$ cat src/sv/scanline_polygon_span_fill_defines.svh
// ---------------------------------------------------------------------------
// Assertion macros for the scanline span fill block.
// ---------------------------------------------------------------------------
`ifndef SCANLINE_POLYGON_SPAN_FILL_DEFINES_SVH
`define SCANLINE_POLYGON_SPAN_FILL_DEFINES_SVH

// Implication checked on every clock edge outside reset.
`define SPF_ASSERT_IMP(label, clk, rst, ante, cons, msg) \
  label: assert property (@(posedge clk) disable iff (rst) (ante) |-> (cons)) \
    else $error(msg);

// Next-cycle implication checked outside reset.
`define SPF_ASSERT_NEXT(label, clk, rst, ante, cons, msg) \
  label: assert property (@(posedge clk) disable iff (rst) (ante) |=> (cons)) \
    else $error(msg);

`endif

$ cat src/sv/spf_pkg.sv
// ---------------------------------------------------------------------------
// spf_pkg
// Shared constants and types for the scanline polygon span fill block.
// ---------------------------------------------------------------------------
`timescale 1ns / 1ps
package spf_pkg;
  localparam int MaxVerticesDefault = 16;
  localparam int CoordBitsDefault   = 9;
  localparam int MaxSpans           = 8;

  localparam logic [1:0] StatusOk    = 2'd0;
  localparam logic [1:0] StatusFull  = 2'd1;
  localparam logic [1:0] StatusFew   = 2'd2;

  // Commands from the controller to the datapath.
  typedef struct packed {
    logic latch_in;    // capture the input item
    logic store_vtx;   // write vertex and bump count
    logic clear_cnt;   // empty the vertex list
    logic edge_load;   // read the current edge operands
    logic edge_next;   // advance edge index
    logic div_start;   // start one crossing division
    logic push_x;      // insert quotient into sorted list
    logic emit;        // emit one result
    logic emit_span;   // result carries a span
    logic [1:0] status;
    logic span_next;   // advance pair index
  } spf_cmd_t;

  // Status from the datapath to the controller.
  typedef struct packed {
    logic is_append;
    logic clear_req;
    logic full;
    logic few;
    logic edge_last;
    logic edge_hit;
    logic div_done;
    logic spans_none;
    logic span_last;
  } spf_stat_t;
endpackage

$ cat src/sv/spf_ram.sv
// ---------------------------------------------------------------------------
// spf_ram
// Generic single-port-write, one-read RAM with registered read data.
// ---------------------------------------------------------------------------
`timescale 1ns / 1ps
module spf_ram #(
  parameter int Width = 9,
  parameter int Depth = 16
) (
  input  logic                     clk,
  input  logic                     we,
  input  logic [$clog2(Depth)-1:0] waddr,
  input  logic [Width-1:0]         wdata,
  input  logic [$clog2(Depth)-1:0] raddr,
  output logic [Width-1:0]         rdata
);
  logic [Width-1:0] mem [Depth];

  always_ff @(posedge clk) begin
    if (we) mem[waddr] <= wdata;
    rdata <= mem[raddr];
  end
endmodule

$ cat src/sv/spf_div.sv
// ---------------------------------------------------------------------------
// spf_div
// Sequential signed divider, one quotient bit per cycle, truncating to zero.
// ---------------------------------------------------------------------------
`timescale 1ns / 1ps
module spf_div #(
  parameter int NumBits = 20,
  parameter int DenBits = 10
) (
  input  logic                      clk,
  input  logic                      rst,
  input  logic                      start,
  input  logic signed [NumBits-1:0] num,
  input  logic signed [DenBits-1:0] den,
  output logic signed [NumBits-1:0] quot,
  output logic                      done
);
  localparam int CntBits = $clog2(NumBits + 1);
  logic [NumBits-1:0] rem_q, acc;
  logic [DenBits-1:0] dmag;
  logic [NumBits:0]   trial;
  logic [CntBits-1:0] cnt;
  logic               neg, running;

  assign trial = {rem_q, acc[NumBits-1]} - {{(NumBits + 1 - DenBits){1'b0}}, dmag};

  always_ff @(posedge clk) begin
    if (rst) begin
      running <= 1'b0;
      done    <= 1'b0;
      cnt     <= '0;
    end else begin
      done <= 1'b0;
      if (start) begin
        running <= 1'b1;
        cnt     <= CntBits'(NumBits);
        acc     <= num[NumBits-1] ? NumBits'(-num) : num;
        dmag    <= den[DenBits-1] ? DenBits'(-den) : den;
        neg     <= num[NumBits-1] ^ den[DenBits-1];
        rem_q   <= '0;
      end else if (running) begin
        if (!trial[NumBits]) begin
          rem_q <= trial[NumBits-1:0];
          acc   <= {acc[NumBits-2:0], 1'b1};
        end else begin
          rem_q <= {rem_q[NumBits-2:0], acc[NumBits-1]};
          acc   <= {acc[NumBits-2:0], 1'b0};
        end
        cnt <= cnt - 1'b1;
        if (cnt == CntBits'(1)) begin
          running <= 1'b0;
          done    <= 1'b1;
        end
      end
    end
  end

  assign quot = neg ? -$signed(acc) : $signed(acc);
endmodule

$ cat src/sv/spf_datapath.sv
// ---------------------------------------------------------------------------
// spf_datapath
// Vertex stores, edge walk, crossing division, sorted crossing list, output.
// ---------------------------------------------------------------------------
`timescale 1ns / 1ps
`include "scanline_polygon_span_fill_defines.svh"
module spf_datapath #(
  parameter int MaxVertices = spf_pkg::MaxVerticesDefault,
  parameter int CoordBits   = spf_pkg::CoordBitsDefault
) (
  input  logic                 clk,
  input  logic                 rst,
  input  logic                 op,
  input  logic [CoordBits-1:0] coord_x,
  input  logic [CoordBits-1:0] coord_y,
  input  logic                 clear_first,
  input  spf_pkg::spf_cmd_t    cmd,
  output spf_pkg::spf_stat_t   stat,
  output logic                 strobe,
  output logic [CoordBits-1:0] row,
  output logic [CoordBits-1:0] span_start,
  output logic [CoordBits-1:0] span_end,
  output logic                 has_span,
  output logic [1:0]           status,
  output logic                 last
);
  localparam int AddrBits = $clog2(MaxVertices);
  localparam int CntBits  = $clog2(MaxVertices + 1);
  localparam int DBits    = CoordBits + 1;
  localparam int NBits    = 2 * CoordBits + 2;
  localparam int PairBits = $clog2(spf_pkg::MaxSpans);

  logic                 op_q, clr_q;
  logic [CoordBits-1:0] cx_q, cy_q;
  logic [CntBits-1:0]   count;
  logic [AddrBits-1:0]  eidx, raddr, waddr;
  logic                 phase;  // 0: first endpoint read, 1: second
  logic [CoordBits-1:0] xr, yr, xa, ya;
  logic signed [DBits-1:0] dy, yd, dx;
  logic signed [NBits-1:0] prod;
  logic signed [NBits-1:0] quot;
  logic                 div_done;
  logic [CoordBits-1:0] xs [MaxVertices];
  logic [CntBits-1:0]   nx;
  logic [PairBits:0]    pidx;
  logic [CoordBits-1:0] newx;
  logic [CntBits-1:0]   npairs;

  // A clearing append writes the first entry.
  assign waddr = cmd.clear_cnt ? '0 : count[AddrBits-1:0];

  spf_ram #(.Width(CoordBits), .Depth(MaxVertices)) u_xram (
    .clk, .we(cmd.store_vtx), .waddr, .wdata(cx_q),
    .raddr, .rdata(xr));
  spf_ram #(.Width(CoordBits), .Depth(MaxVertices)) u_yram (
    .clk, .we(cmd.store_vtx), .waddr, .wdata(cy_q),
    .raddr, .rdata(yr));

  // Wraps to entry zero after the last edge start.
  always_comb begin
    if (!phase) raddr = eidx;
    else if (CntBits'(eidx) + 1'b1 == count) raddr = '0;
    else raddr = AddrBits'(CntBits'(eidx) + 1'b1);
  end

  assign dy = $signed({1'b0, yr}) - $signed({1'b0, ya});
  assign yd = $signed({1'b0, cy_q}) - $signed({1'b0, ya});
  assign dx = $signed({1'b0, xr}) - $signed({1'b0, xa});

  spf_div #(.NumBits(NBits), .DenBits(DBits)) u_div (
    .clk, .rst, .start(cmd.div_start), .num(prod), .den(dy),
    .quot, .done(div_done));

  assign newx = CoordBits'(quot + $signed({{(NBits - CoordBits){1'b0}}, xa}));
  assign npairs = nx >> 1;

  always_ff @(posedge clk) begin
    if (rst) begin
      count <= '0;
      phase <= 1'b0;
      eidx  <= '0;
      nx    <= '0;
      pidx  <= '0;
    end else begin
      if (cmd.latch_in) begin
        op_q  <= op;
        cx_q  <= coord_x;
        cy_q  <= coord_y;
        clr_q <= clear_first;
        phase <= 1'b0;
        eidx  <= '0;
        nx    <= '0;
        pidx  <= '0;
      end
      if (cmd.store_vtx) count <= (cmd.clear_cnt ? CntBits'(0) : count) + 1'b1;
      else if (cmd.clear_cnt) count <= '0;
      if (cmd.edge_load) begin
        if (!phase) begin
          xa <= xr;
          ya <= yr;
          phase <= 1'b1;
        end else begin
          prod <= NBits'(yd * dx);
        end
      end
      if (cmd.edge_next) begin
        eidx  <= eidx + 1'b1;
        phase <= 1'b0;
      end
      // Insertion into the sorted list: one shift of the tail per push.
      if (cmd.push_x) begin
        for (int i = 0; i < MaxVertices; i++) begin
          if (CntBits'(i) < nx) begin
            if (xs[i] > newx && i + 1 < MaxVertices) xs[i+1] <= xs[i];
          end
          if (CntBits'(i) <= nx) begin
            if ((i == 0 || xs[i > 0 ? i - 1 : 0] <= newx || CntBits'(i) == 0)
                && (CntBits'(i) == nx || xs[i] > newx)) begin
              if (i == 0 || !(xs[i > 0 ? i - 1 : 0] > newx)) xs[i] <= newx;
            end
          end
        end
        nx <= nx + 1'b1;
      end
      if (cmd.span_next) pidx <= pidx + 1'b1;
    end
  end

  always_comb begin
    stat.is_append  = !op_q;
    stat.clear_req  = clr_q;
    stat.full       = !clr_q && count >= CntBits'(MaxVertices);
    stat.few        = count < CntBits'(3);
    stat.edge_last  = CntBits'(eidx) + 1'b1 == count;
    stat.edge_hit   = dy != '0 &&
                      ((yr > ya) ? (cy_q > ya && cy_q <= yr) : (cy_q > yr && cy_q <= ya));
    stat.div_done   = div_done;
    stat.spans_none = npairs == '0;
    stat.span_last  = (CntBits'(pidx) + 1'b1 == npairs) ||
                      (pidx == (PairBits + 1)'(spf_pkg::MaxSpans - 1));
  end

  always_ff @(posedge clk) begin
    if (rst) strobe <= 1'b0;
    else     strobe <= cmd.emit;
    if (cmd.emit) begin
      row        <= cy_q;
      has_span   <= cmd.emit_span;
      status     <= cmd.status;
      span_start <= cmd.emit_span ? xs[{pidx[PairBits-1:0], 1'b0}] : '0;
      span_end   <= cmd.emit_span ? xs[{pidx[PairBits-1:0], 1'b1}] : '0;
      last       <= !cmd.emit_span || stat.span_last;
    end
  end

  `SPF_ASSERT_IMP(a_count_range, clk, rst, 1'b1, count <= CntBits'(MaxVertices),
    "vertex count beyond capacity")
  `SPF_ASSERT_NEXT(a_store_full, clk, rst, cmd.store_vtx && !cmd.clear_cnt,
    count != '0, "store left count at zero")
  `SPF_ASSERT_IMP(a_span_status, clk, rst, strobe && has_span, status == spf_pkg::StatusOk,
    "span result with error status")
endmodule

$ cat src/sv/spf_ctrl.sv
// ---------------------------------------------------------------------------
// spf_ctrl
// Sequencer for vertex append and row query with edge walk and span output.
// ---------------------------------------------------------------------------
`timescale 1ns / 1ps
`include "scanline_polygon_span_fill_defines.svh"
module spf_ctrl (
  input  logic               clk,
  input  logic               rst,
  input  logic               start,
  output logic               busy,
  input  spf_pkg::spf_stat_t stat,
  output spf_pkg::spf_cmd_t  cmd
);
  typedef enum logic [9:0] {
    S_IDLE  = 10'b0000000001,
    S_DEC   = 10'b0000000010,
    S_RD0   = 10'b0000000100,
    S_RD1   = 10'b0000001000,
    S_RD2   = 10'b0000010000,
    S_MUL   = 10'b0000100000,
    S_DIV   = 10'b0001000000,
    S_WAIT  = 10'b0010000000,
    S_NEXT  = 10'b0100000000,
    S_OUT   = 10'b1000000000
  } state_t;

  state_t state, state_next;

  assign busy = state != S_IDLE;

  always_comb begin
    cmd = '0;
    state_next = state;
    unique case (state)
      S_IDLE: begin
        if (start) begin
          cmd.latch_in = 1'b1;
          state_next = S_DEC;
        end
      end
      S_DEC: begin
        if (stat.is_append) begin
          if (stat.clear_req) cmd.clear_cnt = 1'b1;
          cmd.emit = 1'b1;
          if (stat.full) cmd.status = spf_pkg::StatusFull;
          else begin
            cmd.store_vtx = 1'b1;
            cmd.status = spf_pkg::StatusOk;
          end
          state_next = S_IDLE;
        end else if (stat.few) begin
          cmd.emit = 1'b1;
          cmd.status = spf_pkg::StatusFew;
          state_next = S_IDLE;
        end else state_next = S_RD0;
      end
      S_RD0: state_next = S_RD1;          // first endpoint read in flight
      S_RD1: begin
        cmd.edge_load = 1'b1;              // capture first endpoint
        state_next = S_RD2;
      end
      S_RD2: state_next = S_MUL;          // second endpoint read in flight
      S_MUL: begin
        cmd.edge_load = 1'b1;              // second endpoint valid, form product
        state_next = stat.edge_hit ? S_DIV : S_NEXT;
      end
      S_DIV: begin
        cmd.div_start = 1'b1;
        state_next = S_WAIT;
      end
      S_WAIT: begin
        if (stat.div_done) begin
          cmd.push_x = 1'b1;
          state_next = S_NEXT;
        end
      end
      S_NEXT: begin
        if (stat.edge_last) begin
          if (stat.spans_none) begin
            cmd.emit = 1'b1;
            cmd.status = spf_pkg::StatusOk;
            state_next = S_IDLE;
          end else state_next = S_OUT;
        end else begin
          cmd.edge_next = 1'b1;
          state_next = S_RD0;
        end
      end
      S_OUT: begin
        cmd.emit = 1'b1;
        cmd.emit_span = 1'b1;
        cmd.span_next = 1'b1;
        cmd.status = spf_pkg::StatusOk;
        if (stat.span_last) state_next = S_IDLE;
      end
      default: state_next = S_IDLE;
    endcase
  end

  always_ff @(posedge clk) begin
    if (rst) state <= S_IDLE;
    else     state <= state_next;
  end

  `SPF_ASSERT_IMP(a_onehot, clk, rst, 1'b1, $onehot(state), "state not one-hot")
  `SPF_ASSERT_NEXT(a_accept, clk, rst, start && !busy, busy, "accepted item left idle")
  `SPF_ASSERT_IMP(a_emit_busy, clk, rst, cmd.emit, busy, "emit while idle")
endmodule

$ cat src/sv/scanline_polygon_span_fill.sv
// ---------------------------------------------------------------------------
// scanline_polygon_span_fill
// Polygon vertex list with per-row span computation.
// ---------------------------------------------------------------------------
// Channel | Handshake        | Fields
// input   | start, busy      | op, coord_x, coord_y, clear_first
// result  | strobe           | row, span_start, span_end, has_span, status, last
//
// An append is latched at start and decided in S_DEC, which registers its result strobe.
// A row query reads each edge, runs the bit-serial divider for every crossing,
// then emits one span per cycle, or a single result without a span if none.
// rst is synchronous and empties the vertex list; stored coordinates keep no reset.
// The receiver cannot stall; busy stays high until the last result is out.
`timescale 1ns / 1ps
module scanline_polygon_span_fill #(
  parameter int MaxVertices = spf_pkg::MaxVerticesDefault,
  parameter int CoordBits   = spf_pkg::CoordBitsDefault
) (
  input  logic                 clk,
  input  logic                 rst,
  input  logic                 start,
  output logic                 busy,
  input  logic                 op,
  input  logic [CoordBits-1:0] coord_x,
  input  logic [CoordBits-1:0] coord_y,
  input  logic                 clear_first,
  output logic                 strobe,
  output logic [CoordBits-1:0] row,
  output logic [CoordBits-1:0] span_start,
  output logic [CoordBits-1:0] span_end,
  output logic                 has_span,
  output logic [1:0]           status,
  output logic                 last
);
  spf_pkg::spf_cmd_t  cmd;
  spf_pkg::spf_stat_t stat;
  logic               ctrl_busy;

  spf_ctrl u_ctrl (.clk, .rst, .start, .busy(ctrl_busy), .stat, .cmd);

  // busy also stays high while a strobed result that is not the last one is in the output register.
  assign busy = ctrl_busy || (strobe && !last);

  spf_datapath #(.MaxVertices(MaxVertices), .CoordBits(CoordBits)) u_dp (
    .clk, .rst, .op, .coord_x, .coord_y, .clear_first, .cmd, .stat,
    .strobe, .row, .span_start, .span_end, .has_span, .status, .last);
endmodule
$ cat config.mk
export PLATFORM = sky130hd
export DESIGN_NAME = scanline_polygon_span_fill
export DESIGN_NICKNAME = d
export VERILOG_FILES = /design/src/sv/spf_pkg.sv /design/src/sv/spf_ram.sv /design/src/sv/spf_div.sv /design/src/sv/spf_datapath.sv /design/src/sv/spf_ctrl.sv /design/src/sv/scanline_polygon_span_fill.sv
export VERILOG_INCLUDE_DIRS = /design/src /design/src/sv
export SDC_FILE = /design/constraint.sdc
export NUM_CORES = 1
export LEC_CHECK = 0
export ABC_AREA = 1
export BUFFER_PORTS_ARGS = -buffer_cell sky130_fd_sc_hd__buf_2
export CORE_UTILIZATION = 46
export DETAILED_ROUTE_END_ITERATION = 8
export PLACE_DENSITY = 0.59
export SLEW_MARGIN = 20
export SYNTH_ARGS = -nofsm -noshare
export SYNTH_HDL_FRONTEND = slang
export SYNTH_HIERARCHICAL = 1
export SYNTH_SLANG_ARGS = --single-unit
$ cat constraint.sdc
create_clock -name clk -period 8.1 [get_ports clk]
set_input_delay 0.81 -clock clk [delete_from_list [all_inputs] [get_ports clk]]
set_output_delay 0.81 -clock clk [all_outputs]
set_load 0.005 [all_outputs]
Word level (Yosys, flattened, before mapping) --
Memories as Yosys holds them, arrays and structs flattened. A register that Yosys moved wholly into a read port is not among the register bits. Cells that the tools add are included.
Word-level totals: flip-flop bits (word level) 159, bits in latches 0, memory bits (writable) 432, bits in read-only memories 0, input port bits 23, output and inout port bits 33, word-level logic and storage cells 473, memories 3
Operators by class: add/sub/neg operators 15, $mul 1, div/mod/pow operators 0, magnitude comparators 69, equality and inequality tests 33, shift-type cells 0, multiplexer cells 245, bitwise operators 19, reduce and logical (&&, ||, !) cells 61
Memories:
- u_dp.u_xram.mem | words 16, bits a word 9, rd ports 1, clocked after memory_dff 1, wr ports 1, line spf_ram.sv:17 | logic [Width-1:0] mem [Depth];
- u_dp.u_yram.mem | words 16, bits a word 9, rd ports 1, clocked after memory_dff 1, wr ports 1, line spf_ram.sv:17
- u_dp.xs | words 16, bits a word 9, rd ports 18, clocked after memory_dff 2, wr ports 16, line spf_datapath.sv:43 | logic [CoordBits-1:0] xs [MaxVertices];
Operator list (count):
- $mux W1 | 197
- $gt A9 B9 Y1 | 19
- $mux W9 | 18
- $le A9 B9 Y1 | 17
- $mux W20 | 5
- $pmux W10 S10 | 1
- $mux W10 | 5
- $eq A4 B5 Y1 const A | 8
- $le A4 B5 Y1 const A | 8
- $lt A4 B5 Y1 const A | 7
- $mux W5 | 6
- $sub A9 B9 Y10 | 3
- $mux W4 | 6
- $sub A21 B10 Y21 | 1
- $eq A3 B5 Y1 const A | 4
- $le A3 B5 Y1 const A | 4
- $logic_and A1 B1 Y1 | 20
- $lt A3 B5 Y1 const A | 4
- $mul A10 B10 Y20 | 1
- $neg A20 Y20 | 1
- $logic_or A1 B1 Y1 | 19
- $or A1 B1 Y1 | 15
- $add A4 B1 Y5 const B | 2
- $add A5 B1 Y5 const B | 2
- 43 further kinds | 70

Logic depth before layout (Yosys ltp) --
depth after elaboration 12, mapped depth 34, mapped depth without buffers 34

Modules after synthesis --
The synthesis kept the hierarchy.
Modules (own cells, without submodules):
- spf_datapath | times used 1, cells each 2654, area each 21674.5 sq um, sequential area each 7397.1 sq um
- spf_ram (u_dp.u_yram) | times used 1, cells each 617, area each 6511.2 sq um, sequential area each 4504.3 sq um
- spf_ram (u_dp.u_xram) | times used 1, cells each 615, area each 6502.5 sq um, sequential area each 4504.3 sq um
- spf_div | times used 1, cells each 636, area each 4550.6 sq um, sequential area each 1671.6 sq um
- spf_ctrl | times used 1, cells each 121, area each 815.8 sq um, sequential area each 200.2 sq um
- scanline_polygon_span_fill | times used 1, cells each 4, area each 15.0 sq um, sequential area each 0.0 sq um

Worst setup path after synthesis --
OpenSTA, ideal clock, no wires.
kind register -> register, from register u_dp.cy_q[2], to register u_dp.prod[19] (data pin), setup time 0.252 ns, data arrival time 5.759 ns, data required time 7.848 ns, slack 2.089 ns, stages on the path, launching flop included 25, path buffers 1, clock period less this slack 6.011 ns, cell sequence edfxtp_1 -> ha_1 -> a21oi_1 -> o21bai_1 -> nand2_1 -> nand3_1 -> clkbuf_1 -> nor2_1 -> fa_1 -> inv_1 -> fa_1 -> fa_1 -> inv_1 -> fa_1 -> inv_1 -> fa_1 -> inv_1 -> ha_1 -> nand2_1 -> nor4_1 -> nand2_1 -> nand2_1 -> inv_1 -> nand2_1 -> nand2_1
On the way: cells in the longest elaborated chain, start to end 2
RTL lines:
- start: declaration | line spf_datapath.sv:34 | logic [CoordBits-1:0] cx_q, cy_q;
- start signal: assignment | line spf_datapath.sv:88 | cy_q <= coord_y;
- $sub A9 B9 Y10 | line spf_datapath.sv:67 | assign yd = $signed({1'b0, cy_q}) - $signed({1'b0, ya});
- $mul A10 B10 Y20 | line spf_datapath.sv:103 | prod <= NBits'(yd * dx);
- end signal: assignment | line spf_datapath.sv:103
- end: declaration | line spf_datapath.sv:40 | logic signed [NBits-1:0] prod;
Every way passes these cells. A chain may end at the register's enable or synchronous reset.

Worst setup path in the final report --
from register u_dp.cy_q[0], to register u_dp.prod[18] (data pin)
Same word-level chain as after synthesis.

==> metrics <==
first-pass GRT wire length=about 170 mm; cell mode on critical path=fa_1; max-cap viol count=0; Starting Density=approximately 47%; Mapped Nets=~5000; CP max-delay cell=edfxtp_1; crit-path leading delay family=adder cells; CP peak stage delay=0.74 ns; TritonCTS Buffers=74; Leakage=about 20 nW; min-delay src=coord_y[6]; Area Growth Syn to Fin=10.06%; Setup Skew=about 0.063 ns; clock tree buffer depth=3; PD cells=~230 nW/um^2; syn avg cell area=approximately 8.7 um^2; setup violators final=0; PostCTS Resize Cnt=0; share of post-route cells with drive strength above 1=7.451%; core area=~85000 um^2; drt via density=~5.3; run status=completed; Final Hold Fails=0; worst r2r src=u_dp/cy_q[0]$_DFFE_PP_; Fin Setup TNS=0 ns; number of routed nets with antenna violations=0; WL/cell=around 19 um; Peak Freq=between 100 and 150 MHz; Slew @ Worst Pin=1.117 ns; RSZ-0062 raised after global routing=no; Synth Instances=~4600; critical path startpoint=u_dp/cy_q[0]$_DFFE_PP_; routed wire length=111.8 mm; placer congestion estimate=~0.96; drt drc=0; Final Critical Period=7.077 ns; slew margin rel.=between 20% and 30%; Worst Hold Class=in2reg; Die Y=approximately 300 um; synth warn=6; Die Width=296.2 um; Worst Path Required=8.45 ns; diodes inserted=0; clock tree from TritonCTS=yes; # port buffers=55; die area=around 88000 um^2; initial antenna violation count=2; startpoint types=flip-flop; vias=between 30000 and 40000; WS Path Type=reg2reg; Nets=5028; Overall Global Routing Usage=25.76%; CP Buf/Inv Count=5; Mapped Area=approximately 40000 um^2; Clock Sinks=between 600 and 700; CTS clk-pin slew, worst paths=around 0.060 ns; CP Max Fanout=18; CP cell instances=inv_1, ha_1, fa_1, o21bai_1, xor2_1, inv_1, nor2_1, fa_1, fa_1, fa_1, fa_1, inv_1, fa_1, inv_1, ha_1, nand2_1, nor2_1, nand3_1, nand4_1, nand2_1, inv_1, nor2_1, nand2_1, nand2_1; Post-CTS Setup Bufs=0; DR pass1 iterations=8; Root Buffer=clkbuf_16; Clock Latency Late Sink=between 0.6 and 0.7 ns; Worst Path Arrival=approximately 7.4 ns; largest net degree at the start of global routing=about 150; Top Ports=56; period utilization=around 87%; H-tree lvl count=3; initial drt markers=between 2000 and 3000; hold slack=about 0.33 ns; gr ovfl total=0; Max Transition Viols Final=0; Setup crit end kind=flip-flop; Max rail drop VDD=roughly 260 uV; Post-CTS Hold Buffers=0; HPWL Detailed=roughly 77 mm; Site Rows=roughly 110; vias in the first global route=29400
-- metal layers --
metal,up-vias,track usage [%],wire length (um)
li1,15220,-,-
met2,1092,41.41,51150
met1,14540,35.14,48620
met3,233,4.332,8073
met5,-,0,9
met4,2,8.889,3974
-- stage by stage --
| step | utilization [%] | cells | setup slack, ns | area, um^2 | power, mW |
|---|---|---|---|---|---|
| 6_report | 51.30 | 5855 | 1.023 | 43820 | 10.23 |
| 5_1_grt | 51.30 | 5855 | 0.4394 | 43820 | 10.94 |
| 4_1_cts | 51.30 | 5855 | 0.9655 | 43820 | 10.36 |
| 3_5_place_dp | 48.21 | 5719 | 1.020 | 41180 | 6.778 |
| 3_3_place_gp | 48.21 | 5719 | 1.062 | 41180 | 6.755 |
| 2_1_floorplan | - | 4596 | 2.089 | 39810 | 5.999 |
-- registers in the layout, indices dropped and copies added (netlist names), 10 cells and up --
name,count
u_dp/u_div/dmag,10
u_dp/u_div/acc,20
u_dp/u_xram/mem,144
u_dp/xs,144
u_ctrl/state,10
u_dp/u_yram/mem,144
u_dp/prod,20
u_dp/u_div/rem_q,20
-- final timing paths --
path,to,depth (start not counted),slack [ns]
hold / removal,u_dp/cy_q[6]$_DFFE_PP_,1,0.33
setup reg to reg,u_dp/prod[18]$_DFFE_PP_,24,1.02
setup / recovery,u_dp/prod[18]$_DFFE_PP_,24,1.02
hold reg to reg,u_dp/xa[6]$_DFFE_PP_,0,0.43
-- final cells by class --
| type | instances | area (um^2) |
|---|---|---|
| Tap cell | 1144 | 1431 |
| Clock buffer | 89 | 1939 |
| Inverter | 692 | 2613 |
| Clock inverter | 47 | 698.2 |
| Timing Repair Buffer | 100 | 625.6 |
| Fill cell | 8129 | 41590 |
| Sequential cell | 627 | 18280 |
| Multi-Input combinational cell | 3156 | 18230 |
-- cells in the final DEF, fill, tap and decap left out, types with 13 or more instances in the layout --
cell type / n
inv_2: 20
nand2_2: 37
nand4_1: 56
o21ai_0: 129
xnor2_1: 15
o21ai_1: 17
dfxtp_1: 54
buf_2: 55
clkbuf_1: 13
nor3_1: 31
xor2_1: 50
o22ai_1: 34
edfxtp_1: 572
nand3b_1: 27
a21oi_1: 115
clkinv_1: 13
a21o_1: 18
fa_1: 96
bufinv_16: 13
buf_4: 44
inv_1: 666
ha_1: 258
nand3_1: 477
nor2_1: 379
nand2_1: 1279
clkbuf_16: 75
-- power breakdown --
| group | total (mW) | internal [mW] | switching (mW) |
|---|---|---|---|
| Clock | 3.57 | 2.15 | 1.42 |
| Combinational | 2.95 | 1.10 | 1.85 |
| Sequential | 3.72 | 3.69 | 0.0290 |
Note: power is estimated with default switching activity, not from simulation.
